## config.mk

```make
export PLATFORM = sky130hd
export DESIGN_NAME = apr_div
export DESIGN_NICKNAME = d
export VERILOG_FILES = /design/src/hdl/apr_pkg.sv /design/src/hdl/apr_div.sv
export SDC_FILE = /design/constraint.sdc
export NUM_CORES = 1
export LEC_CHECK = 0
export BUFFER_PORTS_ARGS = -buffer_cell sky130_fd_sc_hd__buf_2
export CAP_MARGIN = 25
export CORE_ASPECT_RATIO = 0.9
export CORE_MARGIN = 2
export CORE_UTILIZATION = 57
export CTS_BUF_LIST = sky130_fd_sc_hd__clkbuf_4
export DETAILED_ROUTE_END_ITERATION = 10
export PLACE_DENSITY = 0.94
export SLEW_MARGIN = 20
export SYNTH_ARGS = -nofsm -noshare
export SYNTH_HDL_FRONTEND = slang
export SYNTH_SLANG_ARGS = --single-unit
```

## constraint.sdc

```tcl
create_clock -name clock -period 7.5 [get_ports clock]
set_input_delay 0.75 -clock clock [delete_from_list [all_inputs] [get_ports clock]]
set_output_delay 0.75 -clock clock [all_outputs]
set_load 0.02 [all_outputs]
```

## src/hdl/apr_pkg.sv

```systemverilog
// Shared types, constants and defaults for the average pooling requantizer.
`default_nettype none

package apr_pkg;

   localparam int DefInWidth  = 32;
   localparam int DefInHeight = 32;
   localparam int DefChannels = 16;
   localparam int DefStrideX  = 2;
   localparam int DefStrideY  = 2;

   // Signed window coordinate: 31 * 16 + 31 still fits with room for negative pads.
   localparam int CoordW    = 12;
   // Largest window is 31 x 31 bytes of 255.
   localparam int SumW      = 18;
   localparam int ProdW     = SumW + 1 + 32;
   localparam int DivW      = 50;
   localparam int DsrW      = 10;
   localparam int ValW      = 52;
   localparam int ByteMax   = 255;
   localparam int CsrDataW  = 32;
   localparam int CsrIndexW = 3;

   typedef enum logic [CsrIndexW-1:0] {
      CSR_REQUANT_ENABLE,
      CSR_SCALE,
      CSR_SHIFT,
      CSR_OFFSET,
      CSR_KERNEL_WIDTH,
      CSR_KERNEL_HEIGHT,
      CSR_PAD_TOP,
      CSR_PAD_LEFT
   } csr_index_type;

   typedef enum logic {
      OP_LOAD    = 1'b0,
      OP_COMPUTE = 1'b1
   } op_type;

   typedef struct packed {
      op_type     op;
      logic [4:0] row;
      logic [4:0] col;
      logic [3:0] channel;
      logic [7:0] pixel;
   } req_word_type;

   typedef struct packed {
      logic [7:0] result_value;
   } rsp_word_type;

   typedef enum logic [3:0] {
      ST_IDLE,
      ST_SETUP,
      ST_BASE,
      ST_ADDR,
      ST_WRITE,
      ST_SCAN,
      ST_DRAIN,
      ST_MUL,
      ST_DIV_GO,
      ST_DIV,
      ST_FINISH
   } state_type;

   typedef struct packed {
      logic busy;
      logic done;
   } div_status_type;

endpackage

`default_nettype wire

```

## src/hdl/apr_div.sv

```systemverilog
// Restoring unsigned divider, one quotient bit per cycle.
`default_nettype none

module apr_div #(
   parameter int DIVIDEND_W = apr_pkg::DivW,
   parameter int DIVISOR_W  = apr_pkg::DsrW
) (
   input  wire logic                   clock,
   input  wire logic                   reset,
   input  wire logic                   start,
   input  wire logic [DIVIDEND_W-1:0]  dividend,
   input  wire logic [DIVISOR_W-1:0]   divisor,
   output logic      [DIVIDEND_W-1:0]  quotient,
   output apr_pkg::div_status_type     status
);

   localparam int CntW = $clog2(DIVIDEND_W + 1);

   logic [DIVIDEND_W-1:0] quo_ff, quo_in;
   logic [DIVISOR_W-1:0]  rem_ff, rem_in;
   logic [DIVISOR_W-1:0]  dsr_ff, dsr_in;
   logic [CntW-1:0]       cnt_ff, cnt_in;
   logic                  busy_ff, busy_in;
   logic                  done_ff, done_in;

   logic [DIVISOR_W:0]    rem_shift;
   logic [DIVISOR_W:0]    diff;
   logic                  fits;

   assign rem_shift = {rem_ff, quo_ff[DIVIDEND_W-1]};
   assign diff      = rem_shift - {1'b0, dsr_ff};
   assign fits      = ~diff[DIVISOR_W];

   always_comb begin
      quo_in  = quo_ff;
      rem_in  = rem_ff;
      dsr_in  = dsr_ff;
      cnt_in  = cnt_ff;
      busy_in = busy_ff;
      done_in = 1'b0;
      if (start) begin
         quo_in  = dividend;
         rem_in  = '0;
         dsr_in  = divisor;
         cnt_in  = CntW'(DIVIDEND_W);
         busy_in = 1'b1;
      end else if (busy_ff) begin
         // shift the next dividend bit in, keep the quotient bit in its place
         quo_in = {quo_ff[DIVIDEND_W-2:0], fits};
         rem_in = fits ? diff[DIVISOR_W-1:0] : rem_shift[DIVISOR_W-1:0];
         cnt_in = cnt_ff - CntW'(1);
         if (cnt_ff == CntW'(1)) begin
            busy_in = 1'b0;
            done_in = 1'b1;
         end
      end
   end

   always_ff @(posedge clock) begin
      quo_ff <= quo_in;
      rem_ff <= rem_in;
      dsr_ff <= dsr_in;
      cnt_ff <= cnt_in;
      if (reset) begin
         busy_ff <= 1'b0;
         done_ff <= 1'b0;
      end else begin
         busy_ff <= busy_in;
         done_ff <= done_in;
      end
   end

   assign quotient    = quo_ff;
   assign status.busy = busy_ff;
   assign status.done = done_ff;

   a_rem_below_divisor: assert property (@(posedge clock) disable iff (reset)
      busy_ff |-> rem_ff < dsr_ff)
      else $error("divider remainder not below divisor");

endmodule

`default_nettype wire

```

## Word level (Yosys, flattened, before mapping)

Cells that the tools add are included.

- Register bits: 78
- Input port bits: 63
- Output and inout bits: 52
- Logic and storage cells: 20

- $add $sub $neg: 2
- Equal/unequal tests: 1
- Mux-type cells: 7
- Bitwise gates (word level): 2
- Reductions and logical operators: 2

Operator list:

| kind | count |
|---|---|
| two-way mux 50 bit | 2 |
| subtractor 11 x 10 -> 11 bit | 1 |
| two-way mux 10 bit | 1 |
| equality test 6 x 1 -> 1 bit (second input constant) | 1 |
| subtractor 6 x 1 -> 6 bit (second input constant) | 1 |
| two-way mux 1 bit | 4 |
| OR reduction 3 bit | 1 |
| NOT 1 bit | 2 |
| nonzero test 2 bit | 1 |

## Logic depth before layout (Yosys ltp)

Gate-level depths: netlist of run 1.

- Depth in word-level cells: 4
- Gate-level depth with buffers: 11
- Depth with buffers taken out: 10

## Least setup slack after synthesis of run 1

OpenSTA, ideal clock, no wires.

- Kind: reg2reg
- Start: register quo_ff[49], in the netlist quotient[49]
- End: register rem_ff[0]
- Library setup time: 0.120 ns
- Arrival time: 2.422 ns
- Slack: 4.958 ns
- Cell stages (with the launch flop): 12
- Path buffers: 1
- Period minus slack after synthesis: 2.542 ns
- Cell sequence: edfxtp_1 > inv_1 > ha_1 > inv_1 > fa_1 > a21o_2 > a211oi_1 > a221o_2 > xnor2_4 > buf_6 > nor3_1 > a211o_2

- Word-level cells in the longest chain between the ends: 2

Ends and longest elaborated chain:

| element | RTL line | source |
|---|---|---|
| start: declaration | apr_div.sv:19 | `logic [DIVIDEND_W-1:0] quo_ff, quo_in;` |
| start signal: assignment | apr_div.sv:60 | `quo_ff <= quo_in;` |
| subtractor 11 x 10 -> 11 bit | apr_div.sv:31 | `assign diff = rem_shift - {1'b0, dsr_ff};` |
| two-way mux 10 bit * | apr_div.sv:50 | `rem_in = fits ? diff[DIVISOR_W-1:0] : rem_shift[DIVISOR_W-1:0];` |
| end signal: assignment | apr_div.sv:61 | `rem_ff <= rem_in;` |
| end: declaration | apr_div.sv:20 | `logic [DIVISOR_W-1:0] rem_ff, rem_in;` |

Every way passes the cells marked *; elsewhere a longest branch is shown, timed or not.
A chain may end at the register's enable or synchronous reset.

## Final worst setup path of run 1

- Start: register quo_ff[49], in the netlist quotient[49]
- End: register rem_ff[8]

- Word-level cells in the longest chain between the ends: 2

Ends and longest elaborated chain:

| element | RTL line |
|---|---|
| subtractor 11 x 10 -> 11 bit | apr_div.sv:31 |
| two-way mux 10 bit | apr_div.sv:50 |

No other way between the ends.

==> results of run 1 <==
==> power by group <==
part | internal (mW) | switching, mW
Combinational | 0.0912 | 0.119
Clock | 0.133 | 0.147
Sequential | 0.514 | 0.0235
==> metal layers <==
layer / share of wire, % / wire length (um) / vias up
met5: 0 / 0 / -
met4: 1.7 / 133 / 0
met3: 7.2 / 558 / 11
met2: 49 / 3793 / 105
met1: 42 / 3290 / 1215
li1: - / - / 1248
==> worst register-to-register path: cells and delay by family, from the launching register on <==
| kind | cells | cell delay (ns) |
|---|---|---|
| AND/OR/NAND/NOR | 1 | 0.08 |
| adder cells (fa/ha/maj) | 2 | 0.57 |
| XOR/XNOR | 1 | 0.18 |
| buffers and inverters | 2 | 0.15 |
| flip-flops | 1 | 0.43 |
| AO/OA/AOI/OAI | 4 | 1.22 |
==> cell usage after synthesis, types with 2 or more instances <==
| cell type | instances | area [um2] |
|---|---|---|
| a21oi_1 | 8 | 40.04 |
| buf_1 | 4 | 15.01 |
| ha_1 | 12 | 150.1 |
| o21ai_0 | 2 | 10.01 |
| a31oi_1 | 2 | 12.51 |
| edfxtp_1 | 60 | 1802 |
| nor3_1 | 5 | 25.02 |
| nor3b_1 | 2 | 15.01 |
| a21o_1 | 2 | 15.01 |
| mux2i_1 | 6 | 60.06 |
| and3_1 | 2 | 12.51 |
| o311ai_0 | 2 | 17.52 |
| xor2_1 | 5 | 43.79 |
| buf_4 | 2 | 15.01 |
| nor2_1 | 16 | 60.06 |
| o21a_1 | 2 | 15.01 |
| a211oi_1 | 7 | 52.55 |
| nand2b_1 | 3 | 18.77 |
| mux2_2 | 50 | 563.0 |
| and2_1 | 2 | 12.51 |
| nand2_1 | 6 | 22.52 |
| nand3_1 | 3 | 15.01 |
| xnor2_1 | 7 | 61.31 |
| inv_1 | 15 | 56.30 |
| dfxtp_1 | 18 | 360.4 |
| or2_2 | 2 | 12.51 |
| buf_6 | 2 | 22.52 |
| clkbuf_1 | 7 | 26.28 |
==> stage by stage <==
| stage | instances | area [um2] | util [%] |
|---|---|---|---|
| finish | 483 | 4534 | 69.96 |
| global route | 483 | 4534 | 69.96 |
| CTS | 483 | 4532 | 69.92 |
| detailed placement | 467 | 4375 | 67.51 |
| global placement | 467 | 4375 | 67.51 |
| floorplan | 276 | 3756 | - |
==> cells by family (layout without fill, tap and decap cells) <==
family	after synthesis	count (layout)	synth area share (%)
flip-flops	78	78	57.56
multiplexers	56	56	16.59
AO/OA/AOI/OAI	37	37	7.329
adder cells (fa/ha/maj)	13	13	4.530
XOR/XNOR	13	13	3.531
AND/OR/NAND/NOR	49	49	6.862
buffers and inverters	30	147	3.597
==> cells in the final DEF, fill, tap and decap left out, drive strengths merged, types with 5 or more instances in the layout <==
master  instances
buf           116
edfxtp         60
mux2           50
dfxtp          18
nor2           16
inv            15
ha             12
clkbuf          9
a21oi           8
xnor2           8
a211oi          7
nand2           6
mux2i           6
xor2            5
nor3            5
==> area by class of cell <==
cell class	count	share of cell area (%)
Clock buffer	9	1.490
Clock inverter	7	1.959
Inverter	15	1.242
Multi-Input combinational cell	168	32.23
Sequential cell	78	47.68
Tap cell	90	2.483
Timing Repair Buffer	116	12.91
==> final timing paths <==
check / end / slack [ns] / cells after the start
worst min register to register: rem_ff[3]$_SDFFE_PP0P_ / 0.53 / 2
worst min-delay path: busy_ff$_SDFF_PP0_ / 0.50 / 2
worst max-delay path: rem_ff[8]$_SDFFE_PP0P_ / 4.72 / 10
worst max register to register: rem_ff[8]$_SDFFE_PP0P_ / 4.72 / 10
==> registers in the layout, summed over array words and instances, names as in the netlist <==
| register | count |
|---|---|
| quotient | 50 |
| busy_ff | 1 |
| cnt_ff | 6 |
| dsr_ff | 10 |
| rem_ff | 10 |
| done_ff | 1 |
==> results.md, run 1 <==
- The flow ran to the end, and the final reports show no timing, DRC or antenna violations.
- The peak clock frequency supported by timing is 360.1 MHz.
- Hold is met by 0.5006 ns.
- The critical path in this run is classified as flip-flop to flip-flop.
- For the final routed database, the setup TNS stands at 0 ns.
- Summed over all nets, the half-perimeter wirelength after detailed placement is 5284 um.
- The number of distinct library cells after synthesis is 50.
- The layer flagged by global routing as most heavily used is met2.
- Across the routed clock network, the largest skew measured is 0.01359 ns.
- In this run the most critical hold path is launched from reset.
- The tightest min-delay check is of the primary input to flip-flop type.
- The first global-routing pass estimated 12000 um of wire.
- The final number of hold-violating endpoints is 0.
- The clock reaches the later pin of the worst-skew pair after 0.41 ns.
- The post-CTS resize count is 0.
- The filler cells instantiated in the layout total 424.
- The flip-flop cell with the highest count after synthesis is edfxtp_1.
- The area taken by flip-flops and latches is 0.002162 mm2.
- The number of nets in the synthesized netlist is 352.
- Synthesis inferred 78 register bits.
- The initial cell density of the core is 57.95%.
- The average vias per placed instance is 5.340.
- The global routing met2 resource utilization is 33.60%.
- STA puts the critical path data arrival time at 3.05 ns.
- Counting every instance in the synthesized netlist gives 276.
- The combined area of the multi-input logic cells is 0.001461 mm2.
- The number of antenna violations at the first check in global routing is 0.
- The met1 usage is 29.97%.
- The width of the die is 89.57 um.
- The number of buffers and inverters on the critical path is 2.
- The slowest stage of the critical path belongs to the cell a2111oi_0.
- For this run, asynchronously set or reset flops after synthesis account for 0%.
- The part of the cycle the worst path needs is 37.03%.
- The number of clock sinks is 78.
- The number of global-route vias before repair came to 2526.
- The clock transition at the registers of the reported paths is 0.13 ns.
- In the global route stage, overall resource usage came out at 22.17%.
- The share of layout cells above drive strength 1 is 48.35%.
- Setup repair after global routing left no endpoint under its margin.
- After the first detailed-routing iteration, the DRC count stood at 179.
- For this run the aggregate overflow at the end of global routing stands at 0.
- At the end of routability-driven placement, the weighted congestion stood at 0.8933.
- The largest stage delay on the critical path is 0.70 ns.
- The count of final max-slew check failures was 0.
- The clock tree synthesis step divided the H-tree into 3 levels.
- The cell family contributing the most delay on the critical path is compound AO/OA/AOI/OAI gates.
- Before CTS, the worst setup slack after placement is 4.500 ns.
- The headroom to the max-slew limit is 36.61%.
- The tree is rooted in a clkbuf_4.
- The number of iterations in the first detailed-routing pass is 4.
- The number of setup buffers added after CTS is 0.
- The total leakage power is 1.926 nW.
- The maximum ir drop on the vdd rail is 134.8 uV.
- Power comes to 1.027 mW.
- Setup slack on the critical path of the routed design comes to 4.723 ns.
- The final layout contains routed wiring with a total length of 7775 um.
- The post-route antenna net violation count is 0.
- The ratio of total power to cell area is 226.6 mW/mm2.
- The number of clock buffers added by TritonCTS is 9.
- The core box area is 0.006481 mm2.
- The cell area that synthesis handed to floorplanning was 0.003756 mm2.
- For the finished layout, the period the worst path requires is 2.777 ns.
- The worst setup path is launched from a flip-flop.
- Setup violations remaining at the end of the flow were counted as 0.
- During placement, the flow inserted port buffers numbering 114.
- The worst flop-to-flop path startpoint is quotient[49]$_DFFE_PP_.
- The remaining design rule violation count is 0.
- For the pin with the worst max-slew slack, the measured transition is 0.9508 ns.
- The average cell area after synthesis is 13.61 um2.
- The CTS tree is yes.
- The area added between synthesis and finish is 20.72%.
- The number of flops mapped to enable cells by yosys is 60.
- The chip height is 81.01 um.
- In the final routed layout, each cell accounts on average for 16.10 um.
- The number of placement rows is 28.
- The number of buffers on the longest clock path is 2.
- The critical path goes through inv_1 > ha_1 > inv_1 > fa_1 > a21o_2 > a2111oi_0 > a21oi_1 > xor2_1 > nand3_1 > o311ai_0.
- The quantity of hold-fixing buffers added after cts is 0.
- The maximum fanout along the worst path is 3.
- By instance count, the cell type seen most on the critical path is inv_1.
- The total die area is 0.007256 mm2.
- 115 I/O pins were placed.
- The number of inserted diodes is 0.
- Entering global routing, the biggest net connects 84 pins.
- The total of warnings raised by yosys is 0.
- The worst setup path is captured at a flip-flop.
- The global-route track usage on met3 is 7.724%.
- The number of vias in the routed layout is 2579.
- Sequential elements use 57.56% of the synthesized area.
- Max-cap violations in this run came to 0.
- The net count reported at finish is 464.
- The startpoint of the worst setup timing path is quotient[49]$_DFFE_PP_.
- STA puts the critical path data required time at 7.77 ns.
No activity file was read; power rests on OpenSTA's default activity.
==> inputs of run 2 (changes only) <==
- CORE_UTILIZATION: 57 -> 48
- PLACE_DENSITY: 0.94 -> 0.85
- clock period: 7.5 -> 2.3 ns (I/O delays scaled with it)
==> results.md, run 2 (synthesis gave the netlist of run 1 again) <==
- The required time of the worst setup path is 2.64 ns.
- The net count reported at finish is 501.
- Across every metal layer, demand over resource in global routing totals 18.90%.
- STA classifies the critical path startpoint as a flip-flop.
- Leaving out fill and tap cells, the most frequent cells in the layout are buf_2, edfxtp_1, mux2_2.
- Setup repair after global routing could not meet its margin everywhere.
- The total leakage power is 2.119 nW.
- After routing the design area is 0.004927 mm2.
- The most common cell after layout, fill and taps aside is buf_2.
- The slack of the critical path is -0.2011 ns.
- 0 antenna diodes ended up in the layout.
- The worst reg-to-reg setup slack is -0.20 ns.
- In the final routed layout, each cell accounts on average for 16.06 um.
- The share of layout cells above drive strength 1 is 52.09%.
- CTS built an H-tree with a depth of 3.
- The final layout contains routed wiring with a total length of 8448 um.
- The run finished, with violations left.
- The number of setup violations in the final report is 11.
- The sum of internal, switching and leakage power is 3.416 mW.
- The part of the cycle the worst path needs is 108.7%.
- TritonCTS built the clock tree.
- The number of top-level pins is 115.
- The chip height is 87.92 um.
- After detailed routing, the number of remaining DRC violations is 0.
- The worst hold slack after final layout is 0.08395 ns.
- The first global-routing pass estimated 12580 um of wire.
- The average vias per placed instance is 5.253.
- The total die area is 0.008550 mm2.
- Counting cells, the worst reg-to-reg path comes to 11.
- The critical path endpoint is rem_ff[2]$_SDFFE_PP0P_.
- The total overflow reported by the global router is 0.
- The critical path is of the flip-flop to flip-flop type.
- Relative to the synthesized area, the layout overhead comes to 31.18%.
- The source of the worst hold timing path is dividend[12].
- The capturing element type of the critical path is a flip-flop.
- The final setup skew is 0.01689 ns.
- The CTS buffer count is 9.
- The checks that failed: setup timing.
- Across the VDD grid, the largest voltage drop is 451.2 uV.
- Dividing total power by cell area gives a power density of 693.4 mW/mm2.
- The number of iterations in the first detailed-routing pass is 4.
- For this block, the via count after detailed routing is 2763.
- Once placement finished, the instance area stood at 0.004532 mm2.
- The signal on the critical path passes through inv_1 > ha_2 > inv_2 > fa_2 > a21o_4 > a211oi_2 > a221o_2 > buf_12 > xnor2_4 > buf_4 > a311o_1.
- The largest stage delay on the critical path is 0.42 ns.
- The peak clock frequency supported by timing is 399.8 MHz.
- The count of buffers from port buffering is 114.
- The placed wire-length estimate after detailed placement is 5912 um.
- No sink is reached through more buffers than the 2 on the longest clock path.
- For this run, the share of the core covered by cells in the final layout is 64.98%.
- After floorplanning, the core was divided into 30 placement rows.
- The width of the die is 97.25 um.
- The DRC marker count from the first detailed-route iteration is 155.
- The data arrival at the endpoint of the critical path is 2.84 ns.
- The worst-path cell with the longest stage delay is edfxtp_1.
- The count of final max-slew check failures came to 0.
- The number of global-route vias before repair is 2660.
- For this configuration, the core starts out at a cell density of 49.54%.
- The worst flop-to-flop path startpoint is quotient[49]$_DFFE_PP_.
- Tracing the worst setup path back leads to its startpoint at quotient[49]$_DFFE_PP_.
- The clock net in this run drives a total of 78 sinks.
- The later pin in the worst-skew pair is clocked with a latency of 0.44 ns.
- After clock tree synthesis, the clock-pin slew on the worst setup and hold paths is 0.13 ns.
- The headroom to the max-slew limit is 59.40%.
- Entering global routing, the biggest net connects 42 pins.
- Of all nets on the critical path, the largest fanout is 7.
- The tightest min-delay check is of the primary input to flip-flop type.
- The number of antenna violations at the first check in global routing came to 0.
- The total negative slack for setup checks is -1.831 ns.
- The final number of hold-violating endpoints was 0.
- Across the run, the number of max-cap violations was 0.
- The flip-flop count of the largest register, all copies and words added is 50.
- The core box area is 0.007582 mm2.
- The weighted congestion at the end of routability-driven global placement is 0.8266.
- The capture point of the worst reg-to-reg path is rem_ff[2]$_SDFFE_PP0P_.
- At the pin with the least slew margin, the transition time is 0.6005 ns.
- The library cell used as clock root buffer is clkbuf_4.
- The post-route antenna net violation count is 0.
- Subtracting the final worst setup slack from the clock period gives 2.501 ns.
## run 2: cell types whose count changed in the layout (fill, tap and decap cells not counted), moves of 2 or more
| cell | change |
|---|---|
| buf_4 | +22 |
| clkinv_1 | -2 |
| buf_12 | +2 |
| dlygate4sd3_1 | +11 |
## run 2: where the power goes
group	total (mW)	internal (mW)	leakage, nW	switching, mW
logic	0.806	0.377	1.30	0.429
registers	1.74	1.67	0.749	0.0709
clock network	0.866	0.345	0.0747	0.521
## run 2: cell type report
cell class | count | area (um2)
fill | 581 | 2655
multi-input combinational | 169 | 1526
sequential | 78 | 2162
clock inverter | 7 | 82.58
inverter | 15 | 56.30
tap | 96 | 120.1
timing repair buffer | 152 | 912.1
clock buffer | 9 | 67.56
## run 2: worst min path at each step
stage	end	slack, ns	depth (start not counted)
detailed placement	dsr_ff[2]$_DFFE_PP_	0.41	1
floorplan	busy_ff$_SDFF_PP0_	0.30	1
CTS	quotient[37]$_DFFE_PP_	0.05	2
global placement	dsr_ff[7]$_DFFE_PP_	0.41	1
global route	quotient[26]$_DFFE_PP_	0.04	2
finish	quotient[12]$_DFFE_PP_	0.08	2
## run 2: metal layers
| layer | vias up | share of wire, % | track usage, % |
|---|---|---|---|
| met5 | - | 0 | 0 |
| met3 | 14 | 5.5 | 5.267 |
| met2 | 91 | 52 | 33.59 |
| met4 | 0 | 1.6 | 6.061 |
| li1 | 1326 | - | - |
| met1 | 1332 | 41 | 22.75 |
## run 2: what timing repair did
action,4_1_cts,5_1_grt
cloned,1,0
pin swaps,5,6
hold buffers,11,0
buffers inserted,1,7
setup endpoints to repair,11,11
resized for setup,4,5
hold endpoints to repair,12,0
## run 2: worst max-delay path, delay by kind of cell, from the launching register on
kind / cells / cell delay, ns
adder cells (fa/ha/maj): 2 / 0.53
XOR/XNOR: 1 / 0.10
AO/OA/AOI/OAI: 4 / 0.93
flip-flops: 1 / 0.42
buffers and inverters: 4 / 0.40
## run 2: per-stage QoR
step | std cells | setup slack, ns
floorplan | 276 | -0.1750
global placement | 490 | -0.1634
detailed placement | 490 | -0.2418
CTS | 519 | -0.1698
global route | 526 | -0.3087
finish | 526 | -0.2011
==> inputs of run 3 (changes only) <==
- CTS_BUF_LIST: sky130_fd_sc_hd__clkbuf_4 -> sky130_fd_sc_hd__clkbuf_4 sky130_fd_sc_hd__clkbuf_8
- HOLD_SLACK_MARGIN: default -> 0.03
- SKIP_CTS_REPAIR_TIMING: default -> 1
==> results.md, run 3 (synthesis gave the netlist of run 1 again) <==
- The run finished, with violations left.
- The checks that failed: setup timing.
- The combined area of the multi-input logic cells is 0.001514 mm2.
- The critical path starts at quotient[49]$_DFFE_PP_.
- The critical path's top delay family is compound AO/OA/AOI/OAI gates.
- Wire segments on met3 add up to 451 um in the final route.
- The floorplan has 30 rows.
- The count of buffers from port buffering is 114.
- Cells with a size suffix above 1 make up 52.77% of the layout.
- For this run, the top clock speed supported by timing is 401.9 MHz.
- The largest stage delay on the critical path is 0.40 ns.
- In the finished design, the share of the clock period the worst path needs comes to 108.2%.
- During I/O placement, the number of pins put on the boundary was 115.
- The pin count of the biggest net entering global routing is 42.
- The pre-CTS setup slack is -0.2418 ns.
- The wire length the detailed router placed on met1 is 3395 um.
- The capturing element type of the critical path is a flip-flop.
- The endpoint identified for the worst register-to-register timing path is quotient[0]$_DFFE_PP_.
- The critical path in this run is classified as flip-flop to flip-flop.
- In the final design database the tool counted 486 nets.
- The initial utilization of the core area, before any placement, comes to 49.54%.
- Using the TritonRoute via totals, the vias-per-cell ratio works out to 5.202.
- The ratio of total power to cell area is 739.3 mW/mm2.
- Headroom to the max-slew limit came out at 59.21%.
- The placed wire-length estimate after detailed placement is 5912 um.
- The number of fill cells is 588.
- In the layout the commonest cells are buf_2, edfxtp_1, mux2_2.
- The register with the most flip-flops in the layout has 50 of them.
- The maximum fanout along the worst path is 7.
- The transition time at the pin with the least slew margin is 0.6033 ns.
- The detailed route wirelength on metal2 is 4148 um.
- The H-tree was split into 3 levels.
- The number of antenna violations at the first check in global routing is 0.
- Clock tree synthesis selected as its root buffer the cell clkbuf_8.
- Global routing used 18.24% of the available tracks across all layers.
- From bottom edge to top edge, the die measures 87.92 um.
- Summed over all cells, the static leakage comes to 2.069 nW.
- At the later pin of the worst-skew pair, clock insertion delay measures 0.35 ns.
- The width of the die is 97.25 um.
- The path class of the lowest-slack min-delay path is primary input to flip-flop.
- The worst-case IR drop observed on VDD is 498.8 uV.
- The remaining design rule violation count is 0.
- The DRC marker count from the first detailed-route iteration is 126.
- The slack of the critical path is -0.1882 ns.
- The sort of element at the start of the critical path is a flip-flop.
- The longest clock path from root to sink contains 2 buffers.
- Across the whole layout, storage elements account for 0.002162 mm2.
- The final wirelength is 8126 um.
- The depth of the most critical reg-to-reg path is 10.
- The most common cell after layout, fill and taps aside is buf_2.
- The required time of the worst setup path is 2.41 ns.
- The clock transition at the registers of the reported paths is 0.09 ns.
- The total negative slack for setup checks is -1.308 ns.
- The detail route stage leaves a number of antenna-violating nets equal to 0.
- Counting I/O delays and the setup requirement, the final critical path takes 2.488 ns.
- The highest metal layer carrying signal wires in the routed design is met4.
- The buffer and inverter count on the worst path is 3.
- The final setup skew is 0.009294 ns.
- At the end of routability-driven placement, the weighted congestion stood at 0.8266.
- The area added between synthesis and finish is 28.58%.
- The first TritonRoute pass finished after 4 iterations.
- The final number of hold-violating endpoints is 0.
- The number of setup violations in the final report is 11.
- The data arrival at the endpoint of the critical path is 2.60 ns.
- The number of global-route vias before repair came to 2538.
- The worst-path cell with the longest stage delay is edfxtp_1.
- The worst reg-to-reg setup slack is -0.19 ns.
- Detailed routing inserted a total of 2658 vias.
- CTS saw 78 sinks.
- The cell depth of the worst setup path is 10.
- The floorplan step defined a core boundary enclosing 0.007582 mm2.
- The max-cap check violation count is 0.
- For this run the aggregate overflow at the end of global routing stands at 0.
- The die covers 0.008550 mm2.
- Measured on the finished design, the core utilization comes to 63.70%.
- In the final routed layout, each cell accounts on average for 15.90 um.
- The count of final max-slew check failures is 0.
- The CTS tree is yes.
- Walking the worst path, the cells encountered are inv_1 > ha_2 > inv_2 > fa_2 > a21o_4 > a211oi_2 > a221o_2 > buf_12 > xnor2_4 > mux2_2.
- The number of inserted diodes is 0.
- In this run the critical register-to-register path is launched from quotient[49]$_DFFE_PP_.
- The CTS buffer count is 9.
- The critical path endpoint is quotient[0]$_DFFE_PP_.
- Setup repair after global routing could not meet its margin everywhere.
- The first global-routing pass estimated 12160 um of wire.
[run 3: cell types whose count changed in the layout (fill, tap and decap cells not counted), sizes merged]
cell / change
buf: -5
dlygate4sd3: -10
[run 3: worst min path at each step]
stage / endpoint / from / depth (start not counted) / slack, ns
after floorplan: busy_ff$_SDFF_PP0_ / reset / 1 / 0.30
after global placement: dsr_ff[7]$_DFFE_PP_ / divisor[7] / 1 / 0.41
after detailed placement: dsr_ff[2]$_DFFE_PP_ / divisor[2] / 1 / 0.41
after CTS: dsr_ff[9]$_DFFE_PP_ / divisor[9] / 1 / 0.03
after global routing: dsr_ff[5]$_DFFE_PP_ / divisor[5] / 1 / 0.03
final: dsr_ff[9]$_DFFE_PP_ / divisor[9] / 1 / 0.04
[run 3: power by group]
group,leakage [nW],internal [mW],total [mW],switching (mW)
combinational,1.22,0.350,0.766,0.416
clock,0.0980,0.516,1.06,0.544
sequential,0.749,1.67,1.75,0.0711
[run 3: metal layers]
metal  vias up  GRT usage [%]
li1       1292              -
met5         -              0
met3        12          4.948
met2        87          31.00
met1      1267          23.39
met4         0          5.429
[run 3: per-stage QoR]
stage                     total power [mW]  area, um2  hold WS [ns]  cells
final                                3.570       4830       0.04105    511
after detailed placement             2.508       4532        0.4081    490
after floorplan                      2.244       3765        0.3024    276
after global placement               2.476       4532        0.4059    490
after global routing                 3.736       4830       0.03101    511
after CTS                            3.568       4738       0.02880    506
[run 3: cell type report]
class | count | area share (%)
sequential | 78 | 44.77
multi-input combinational | 169 | 31.35
clock inverter | 7 | 1.710
clock buffer | 9 | 2.565
tap | 96 | 2.487
timing repair buffer | 137 | 15.96
inverter | 15 | 1.166
